### src/rtl/tprm_pkg.sv
// shared constants, word types and controller interface types for the pid rate monitor
`timescale 1ns / 1ps

package tprm_pkg;

  // store dimensions
  localparam int HISTORY_SLOTS = 64;
  localparam int PID_COUNT     = 8192;

  localparam int SLOT_W    = $clog2(HISTORY_SLOTS);
  localparam int PID_W     = $clog2(PID_COUNT);
  localparam int CELL_W    = SLOT_W + PID_W;
  localparam int SLOT_SPAN = 1 << SLOT_W;
  localparam int CELL_SPAN = 1 << CELL_W;

  // field widths
  localparam int OPC_W   = 2;
  localparam int BYTE_W  = 8;
  localparam int QPID_W  = 13;
  localparam int QSLOT_W = 6;
  localparam int TOTAL_W = 32;
  localparam int COUNT_W = 16;
  localparam int INDEX_W = 6;
  localparam int PID_HI_W = QPID_W - BYTE_W;

  // range limits at comparison widths
  localparam logic [QPID_W:0]  PID_LIMIT  = (QPID_W + 1)'(PID_COUNT);
  localparam logic [8:0]       SLOT_LIMIT = 9'(HISTORY_SLOTS);
  localparam logic [PID_W-1:0] PID_LAST   = PID_W'(PID_COUNT - 1);
  localparam logic [SLOT_W-1:0] SLOT_LAST = SLOT_W'(HISTORY_SLOTS - 1);

  typedef enum logic [OPC_W-1:0] {
    OP_PACKET = 2'd0,
    OP_TICK   = 2'd1,
    OP_READ   = 2'd2,
    OP_NONE   = 2'd3
  } opcode_t;

  typedef struct packed {
    logic [OPC_W-1:0]   opcode;
    logic [BYTE_W-1:0]  hdr_byte1;
    logic [BYTE_W-1:0]  hdr_byte2;
    logic [QPID_W-1:0]  query_pid;
    logic [QSLOT_W-1:0] query_slot;
  } in_word_t;

  typedef struct packed {
    logic [TOTAL_W-1:0] pid_total;
    logic [COUNT_W-1:0] slot_count;
    logic [INDEX_W-1:0] slot_index;
  } out_word_t;

  // controller to datapath
  typedef struct packed {
    logic capture;    // take the input word and read both stores
    logic update;     // write back and register the result
    logic sweep;      // clear one entry at the sweep counter
    logic sweep_tick; // sweep clears the next slot rather than the reset pass
    logic sweep_end;  // last entry of a sweep
  } tprm_cmd_t;

  // datapath to controller
  typedef struct packed {
    logic sweep_last;
  } tprm_stat_t;

endpackage

### src/rtl/tprm_ctrl.sv
// controller state machine: reset clearing pass, item sequencing and slot sweeps
`timescale 1ns / 1ps

module tprm_ctrl
  import tprm_pkg::*;
(
  input  logic             clk,
  input  logic             rst,
  input  logic             start,
  input  logic [OPC_W-1:0] opcode,
  input  tprm_stat_t       stat,
  output tprm_cmd_t        cmd,
  output logic             busy
);

  typedef enum logic [1:0] {
    ST_CLEAR,
    ST_IDLE,
    ST_UPDATE,
    ST_SWEEP
  } state_t;

  state_t state;
  state_t state_next;

  // command decode and next state
  always_comb begin
    cmd        = '0;
    state_next = state;
    unique case (state)
      ST_CLEAR: begin
        cmd.sweep = 1'b1;
        if (stat.sweep_last) begin
          cmd.sweep_end = 1'b1;
          state_next    = ST_IDLE;
        end
      end
      ST_IDLE: begin
        if (start) begin
          cmd.capture = 1'b1;
          state_next  = (opcode == OP_TICK) ? ST_SWEEP : ST_UPDATE;
        end
      end
      ST_UPDATE: begin
        cmd.update = 1'b1;
        state_next = ST_IDLE;
      end
      ST_SWEEP: begin
        cmd.sweep      = 1'b1;
        cmd.sweep_tick = 1'b1;
        if (stat.sweep_last) begin
          cmd.sweep_end = 1'b1;
          state_next    = ST_IDLE;
        end
      end
      default: begin
        state_next = ST_IDLE;
      end
    endcase
  end

  assign busy = (state != ST_IDLE);

  // state register
  always_ff @(posedge clk) begin
    if (rst) begin
      state <= ST_CLEAR;
    end else begin
      state <= state_next;
    end
  end

endmodule

### config.mk
export PLATFORM = sky130hd
export DESIGN_NAME = tprm_ctrl
export DESIGN_NICKNAME = d
export VERILOG_FILES = /design/src/rtl/tprm_pkg.sv /design/src/rtl/tprm_ctrl.sv
export SDC_FILE = /design/constraint.sdc
export NUM_CORES = 1
export LEC_CHECK = 0
export ABC_CLOCK_PERIOD_IN_PS = 1900
export CORE_AREA = 2 2 39 41
export CTS_CLUSTER_DIAMETER = 150
export DETAILED_ROUTE_END_ITERATION = 16
export DIE_AREA = 0 0 41 43
export DONT_BUFFER_PORTS = 1
export PLACE_DENSITY = 0.3
export SLEW_MARGIN = 10
export SYNTH_ARGS = -nofsm -noshare
export SYNTH_HDL_FRONTEND = slang
export SYNTH_SLANG_ARGS = --single-unit
### constraint.sdc
create_clock -name clk -period 1.9 [get_ports clk]
set_input_delay 0.19 -clock clk [delete_from_list [all_inputs] [get_ports clk]]
set_output_delay 0.19 -clock clk [all_outputs]
set_load 0.1 [all_outputs]
Word-level counts from Yosys, hierarchy flattened. Cells that the tools add are included.

Flip-flop bits (word level): 2. Logic and storage cells: 22. Output and inout bits: 6.

Reductions and logical operators: 3. Equal/unequal tests: 7. Multiplexer cells: 11.

Operator list (number): $mux W1 (8); $pmux W2 S3 (1); $eq A2 B1 Y1 const B (2); $eq A2 B2 Y1 const B (2); $mux W2 (2); $ne A2 B1 Y1 const B (2); $logic_not A2 Y1 (1); $ne A2 B2 Y1 const B (1); $reduce_and A2 Y1 (1); $reduce_or A2 Y1 (1).

Longest topological paths before layout. Gate-level depths: netlist of run 1.

Word-level depth: 4. Depth in mapped cells: 5.

Least setup slack after synthesis of run 1. No wires, ideal clock.

Path type: register -> output. Start: register state[0]. End: output cmd[0] (netlist name). Path slack: -199 ps. Required time: 1710 ps. Stages on the path, launching flop included: 4. Arrival: 1909 ps. Path through: dfxtp_1 > inv_1 > ha_1 > and2_2.

RTL lines: start: declaration (RTL line tprm_ctrl.sv:23) `state_t state;`; start signal: assignment (RTL line tprm_ctrl.sv:69) `state <= state_next;`; end: declaration (RTL line tprm_ctrl.sv:12) `output tprm_cmd_t cmd,`.

==> impl_metrics.env, run 1 <==
export IMPL_clkTransAtPathRegs_ps=30
export IMPL_ctsRootBufferMaster="sky130_fd_sc_hd__clkbuf_4"
export IMPL_grt_setup_unrepaired="false"
export IMPL_post_route_cells_drive_above_1_share_pct=46.4
export IMPL_max_slew_worst_pin_slew_ps=523
export IMPL_seq_area_frac_synth_pct=21.1
export IMPL_outcome="finished clean"
export IMPL_cts_made_buffers=3
export IMPL_power_total_mw=0.452
export IMPL_place_port_buffers=0
export IMPL_ir_worst_vdd_mv=0.280
export IMPL_ys_warnings_count=0
export IMPL_grt_util_all_layers_pct=5.71
export IMPL_number_of_flip_flops_under_the_largest_register_name=2
export IMPL_finalHoldWorstSlack_ps=28.6
export IMPL_nFillCells=163
export IMPL_synthSimpleGateAreaFrac_pct=29.6
export IMPL_synth_largest_area_cell="sky130_fd_sc_hd__ha_1"
export IMPL_setup_total_negative_slack_ps=0
export IMPL_final_hold_violation_count=0
export IMPL_core_um2=1380
export IMPL_use_met2_pct=7.50
export IMPL_synth_top_area_share_pct=26.3
export IMPL_vias=157
export IMPL_die_span_in_y_um=43
export IMPL_core_rowCount=14
export IMPL_first_global_vias=163
export IMPL_io_pins=12
export IMPL_finalMaxSlewViolations=0
export IMPL_drc=0
export IMPL_detailed_place_area_um2=263
export IMPL_post_route_min_period_ps=1520
export IMPL_sinks_on_clock_net=2
export IMPL_grt_met3_usage_pct=3.14
export IMPL_post_synthesis_cell_area_um2=190
export IMPL_yosysUniqueCellTypes=13
export IMPL_cellPowerDensity_nw_per_um2=1590
export IMPL_antenna_found_initial=0
export IMPL_synth_cell_count_leaders="sky130_fd_sc_hd__ha_1 (4), sky130_fd_sc_hd__inv_1 (3), sky130_fd_sc_hd__dfxtp_1 (2), sky130_fd_sc_hd__nor2b_4 (2)"
export IMPL_post_synth_fa_ha_maj_area_fraction_pct=26.3
export IMPL_syn_area_per_cell_um2=9.51
export IMPL_postSynthRegisterBits=2
export IMPL_clock_skew_final_ps=0.788
export IMPL_timing_final_crit_share_pct=79.9
export IMPL_die_area_um2=1760
export IMPL_largestRegisters="state x2"
export IMPL_crit_path_slowest_cell="sky130_fd_sc_hd__dfxtp_1"
export IMPL_synth_top_family_by_area="simple AND/OR/NAND/NOR gates"
export IMPL_synth_most_common_cell="sky130_fd_sc_hd__ha_1"
export IMPL_timing_reg2reg_setup_slack_ps=460
export IMPL_worst_setup_path_end_kind="primary output"
export IMPL_max_stage_delay_ps=380
export IMPL_grt_start_max_net_pins=6
export IMPL_synth_edf_count=0
export IMPL_synth_mux_area_fraction_pct=0
export IMPL_use_met1_pct=4.79
export IMPL_finalInstanceArea_um2=285
export IMPL_setup_violations=0
export IMPL_syn_nets=30
export IMPL_syn_inst=20
export IMPL_route_final_wire_length_um=382
export IMPL_finalNonFillerCells=44
export IMPL_nNetsFinal=40
export IMPL_routedWlPerCell_um=8.68
export IMPL_hold_class="input pin to flip-flop"
export IMPL_die_width_um=41
export IMPL_area_growth_pct=50.0
export IMPL_grt_busiest_layer="met4"
export IMPL_grt_first_pass_wirelength_um=614
export IMPL_largest_register="state"
export IMPL_insertion_delay_ps=220
export IMPL_tritoncts="done"
export IMPL_synthXorXnorAreaFrac_pct=0
export IMPL_place_detailed_instances=41
export IMPL_timing_critical_path_arrival_ps=1330
export IMPL_weighted_congestion_reported_at_the_end_of_routability_driven_placement=0.629
export IMPL_cts_resized=0
export IMPL_iter_0_drt_violations=0
export IMPL_synth_async_sr_flop_share_pct=0
export IMPL_crit_path_cell_trace="inv_1, ha_2, and2_2, buf_12"
export IMPL_cts_hold_buf=0
export IMPL_maxClockFrequency_mhz=658
export IMPL_insertedDiodeCount=0
export IMPL_synthFlopType="sky130_fd_sc_hd__dfxtp_1"
export IMPL_cellLeakagePower_nw=0.130
export IMPL_detailedPlacementHpwl_um=317
export IMPL_cts_post_setup_buffers_inserted=0
export IMPL_slew_headroom_pct=65.2
export IMPL_crit_path_max_fanout=5
export IMPL_drt_pass_1_iters=1
export IMPL_synth_compound_gate_area_share_pct=17.1
export IMPL_ant_nets=0
export IMPL_viasPerCell=3.57
export IMPL_start_util_pct=13.7
export IMPL_worstSetupPathType="flip-flop to primary output"
export IMPL_critical_path_startpoint_type="flip-flop"
export IMPL_worst_ep_required_time_ps=1710
export IMPL_cts_buffer_depth=2
export IMPL_grt_overflow=0
export IMPL_htree_num_levels=1
export IMPL_synth_top_cells_by_area="sky130_fd_sc_hd__ha_1 (26%), sky130_fd_sc_hd__dfxtp_1 (21%), sky130_fd_sc_hd__nor2b_4 (14%), sky130_fd_sc_hd__inv_1 (5.9%), sky130_fd_sc_hd__a211o_1 (4.6%)"
export IMPL_cap_violations=0
## metrics by stage
| stage | setup WS [ps] | util (%) |
|---|---|---|
| after global routing | 289 | 20.6 |
| after CTS | 354 | 20.6 |
| after floorplan | 65.1 | - |
| after global placement | 467 | 19.0 |
| final | 381 | 20.6 |
| after detailed placement | 455 | 19.0 |
## logic make-up (layout without fill, tap and decap cells)
logic type	after synthesis	count (layout)
compound gates	5	5
fa+ha+maj	4	4
buf+inv	3	11
flops	2	2
simple gates	6	6
## power by group
part | switching (mW) | total (mW) | internal [mW]
clock network | 0.0221 | 0.0916 | 0.0695
logic | 0.218 | 0.301 | 0.0838
registers | 0.00881 | 0.0591 | 0.0503
## placed cells by master, fill, tap and decap left out, drive strengths merged
master and instances:
nor2b 2, or3b 1, o21ai 2, and2 2, buf 5, clkbuf 3, nand2b 1, a211o 1
a21oi 2, dfxtp 2, inv 3, ha 4
## path summary, 6_finish.rpt
path / startpoint / cells past startpoint / endpoint
max reg2reg: state[0]$_SDFFE_PP0P_ / 5 / state[1]$_SDFFE_PP0P_
max: state[0]$_SDFFE_PP0P_ / 4 / cmd[0]
min: rst / 1 / state[1]$_SDFFE_PP0P_
min reg2reg: state[0]$_SDFFE_PP0P_ / 2 / state[0]$_SDFFE_PP0P_
## per-layer routing
metal / vias to the layer above / wire (um)
met2: 5 / 201
met4: 0 / 0
met3: 0 / 24
li1: 82 / -
met5: - / 0
met1: 70 / 155
## critical path, delay by kind of cell (launching register included)
family / cells / cell delay, ps
adder cells (fa/ha/maj): 1 / 330
buffers and inverters: 2 / 240
flip-flops: 1 / 380
AND/OR/NAND/NOR: 1 / 160
## cell type report
| type | count | area, um2 | share of cell area (%) |
|---|---|---|---|
| clock buffer | 3 | 22.5 | 7.89 |
| inverter | 3 | 11.3 | 3.95 |
| multi-input combinational | 15 | 141 | 49.6 |
| sequential | 2 | 40.0 | 14.0 |
| tap | 16 | 20.0 | 7.02 |
| timing repair buffer | 5 | 50.0 | 17.5 |
(Power assumes the default switching activity.)
==> run 2, diff against run 1 <==
Settings changed: ABC_CLOCK_PERIOD_IN_PS 1900 to 1400.
Clock period 1.9 ns to 1.4 ns, I/O delays scaled along.
==> run 2 against run 1 <==
Via count grew 10%. Global-route usage is the same. Utilization grew 5.3 points. First-iteration DRC count grew 1.
==> impl_metrics.env, run 2 (synthesis gave the netlist of run 1 again) <==
export IMPL_outcome="finished clean"
export IMPL_layout_core_utilization_pct=25.9
export IMPL_crit_path_max_fanout=3
export IMPL_setup_violations=0
export IMPL_use_met1_pct=7.35
export IMPL_detailedPlacementHpwl_um=336
export IMPL_hold_path_depth=3
export IMPL_grt_setup_unrepaired="true"
export IMPL_cellPowerDensity_nw_per_um2=1900
export IMPL_post_route_cells_drive_above_1_share_pct=67.7
export IMPL_clock_skew_final_ps=0.804
export IMPL_drt_pass_1_iters=2
export IMPL_largest_register="state"
export IMPL_grt_met3_usage_pct=3.14
export IMPL_combPwrFrac_pct=69.2
export IMPL_finalHoldWorstSlack_ps=190
export IMPL_nFillCells=146
export IMPL_htree_num_levels=1
export IMPL_cts_buffer_depth=2
export IMPL_tritoncts="done"
export IMPL_clkTransAtPathRegs_ps=30
export IMPL_most_frequent_cells_in_the_layout="sky130_fd_sc_hd__clkbuf_4 (3), sky130_fd_sc_hd__buf_12 (3), sky130_fd_sc_hd__buf_4 (3)"
export IMPL_power_total_mw=0.682
export IMPL_cap_violations=0
export IMPL_antenna_found_initial=0
export IMPL_insertedDiodeCount=0
export IMPL_multi_input_comb_area_um2=156
export IMPL_reg2reg_from="state[0]$_SDFFE_PP0P_"
export IMPL_area_sequential_um2=45.0
export IMPL_die_area_um2=1760
export IMPL_post_route_min_period_ps=1380
export IMPL_routedWlPerCell_um=8.64
export IMPL_worst_setup_path_end_kind="primary output"
export IMPL_timing_final_crit_share_pct=98.6
export IMPL_detailed_place_area_um2=309
export IMPL_crit_reg2reg_capture="state[1]$_SDFFE_PP0P_"
export IMPL_switchingPower_mw=0.355
export IMPL_grt_util_all_layers_pct=5.71
export IMPL_nNetsFinal=43
export IMPL_finalMaxSlewViolations=0
export IMPL_io_pins=12
export IMPL_hold_class="input pin to flip-flop"
export IMPL_maxClockFrequency_mhz=724
export IMPL_hold_path_endpoint="state[0]$_SDFFE_PP0P_"
export IMPL_sw_frac_of_total_pct=52.1
export IMPL_cellLeakagePower_nw=0.157
export IMPL_use_met2_pct=6.88
export IMPL_worstSetupPathType="flip-flop to primary output"
export IMPL_timing_reg2reg_setup_slack_ps=80
export IMPL_core_rowCount=14
export IMPL_first_global_vias=143
export IMPL_sinks_on_clock_net=2
export IMPL_viasPerCell=3.68
export IMPL_cts_made_buffers=3
export IMPL_vias=173
export IMPL_grt_busiest_layer="met1"
export IMPL_grt_first_pass_wirelength_um=627
export IMPL_grt_start_max_net_pins=6
export IMPL_grt_overflow=0
export IMPL_weighted_congestion_reported_at_the_end_of_routability_driven_placement=0.690
export IMPL_area_growth_pct=88.8
export IMPL_iter_0_drt_violations=1
export IMPL_pwr_share_clk_pct=18.1
export IMPL_ir_worst_vdd_mv=0.318
export IMPL_drc=0
export IMPL_ctsRootBufferMaster="sky130_fd_sc_hd__clkbuf_4"
export IMPL_largestRegisters="state x2"
export IMPL_final_hold_violation_count=0
export IMPL_setup_slack_ps=19.7
export IMPL_slew_headroom_pct=79.9
export IMPL_route_final_wire_length_um=406
export IMPL_ant_nets=0
export IMPL_worst_ep_required_time_ps=1260
export IMPL_place_port_buffers=0
export IMPL_worst_r2r_path_depth=5
export IMPL_number_of_flip_flops_under_the_largest_register_name=2
export IMPL_max_slew_worst_pin_slew_ps=302
export IMPL_critical_path_startpoint_type="flip-flop"
export IMPL_start_util_pct=13.7
export IMPL_finalInstanceArea_um2=359
export IMPL_dp_worst_setup_slack_ps=25.7
export IMPL_die_span_in_y_um=43
export IMPL_intPower_mw=0.327
export IMPL_core_um2=1380
export IMPL_timing_critical_path_arrival_ps=1240
export IMPL_pwr_share_seq_pct=12.6
export IMPL_min_from="opcode[0]"
export IMPL_die_width_um=41
export IMPL_insertion_delay_ps=220
## run 2: cell count changes in the layout (fill, tap and decap cells not counted), sizes merged
cell	before	now
dlygate4sd3	0	1
buf	5	7
## run 2: how the worst max path moves through the flow
stage	from	to	slack [ps]	cells past startpoint
after floorplan	state[0]$_SDFFE_PP0P_	state[1]$_SDFFE_PP0P_	-4	5
after global placement	state[1]$_SDFFE_PP0P_	state[1]$_SDFFE_PP0P_	40	5
after detailed placement	state[1]$_SDFFE_PP0P_	state[1]$_SDFFE_PP0P_	30	5
after CTS	state[1]$_SDFFE_PP0P_	cmd[0]	2	3
after global routing	state[1]$_SDFFE_PP0P_	cmd[0]	-20	3
final	state[1]$_SDFFE_PP0P_	cmd[0]	20	3
## run 2: metal layers
| layer | vias up | part of all wire [%] |
|---|---|---|
| met5 | - | 0 |
| met4 | 0 | 0 |
| met3 | 0 | 6.2 |
| met2 | 7 | 49 |
| met1 | 77 | 45 |
| li1 | 89 | - |
## run 2: area by class of cell
class / count / area share, %
Multi-Input combinational cell: 15 / 43.6
Timing Repair Buffer: 8 / 28.9
Sequential cell: 2 / 12.5
Clock buffer: 3 / 6.27
Tap cell: 16 / 5.57
Inverter: 3 / 3.14
## run 2: critical path: stages (launching register included)
cell,delay (ps)
sky130_fd_sc_hd__dfxtp_2,310
sky130_fd_sc_hd__buf_6,110
sky130_fd_sc_hd__ha_4,260
sky130_fd_sc_hd__and2_4,330
## run 2: per-stage QoR
stage | cells | setup TNS (ps)
global placement | 42 | 0
CTS | 47 | 0
global route | 47 | -33.8
detailed placement | 42 | 0
floorplan | 20 | -3.77
finish | 47 | 0
## run 2: power groups by stage
stage / combinational (mW) / clock (mW) / sequential, mW
3_3_place_gp: 0.457 / 0 / 0.0855
2_1_floorplan: 0.371 / 0 / 0.0834
4_1_cts: 0.473 / 0.134 / 0.0827
5_1_grt: 0.496 / 0.145 / 0.0875
6_report: 0.472 / 0.124 / 0.0861
3_5_place_dp: 0.457 / 0 / 0.0858
## run 2: what timing repair did
action                                  in CTS  in global routing
endpoints found under the setup margin       2                  3
buffers inserted                             1                  0
gates cloned                                 0                  0
pin swaps                                    0                  2
hold buffers                                 1                  0
hold endpoints to repair                     2                  0
gates resized for setup                      2                  3
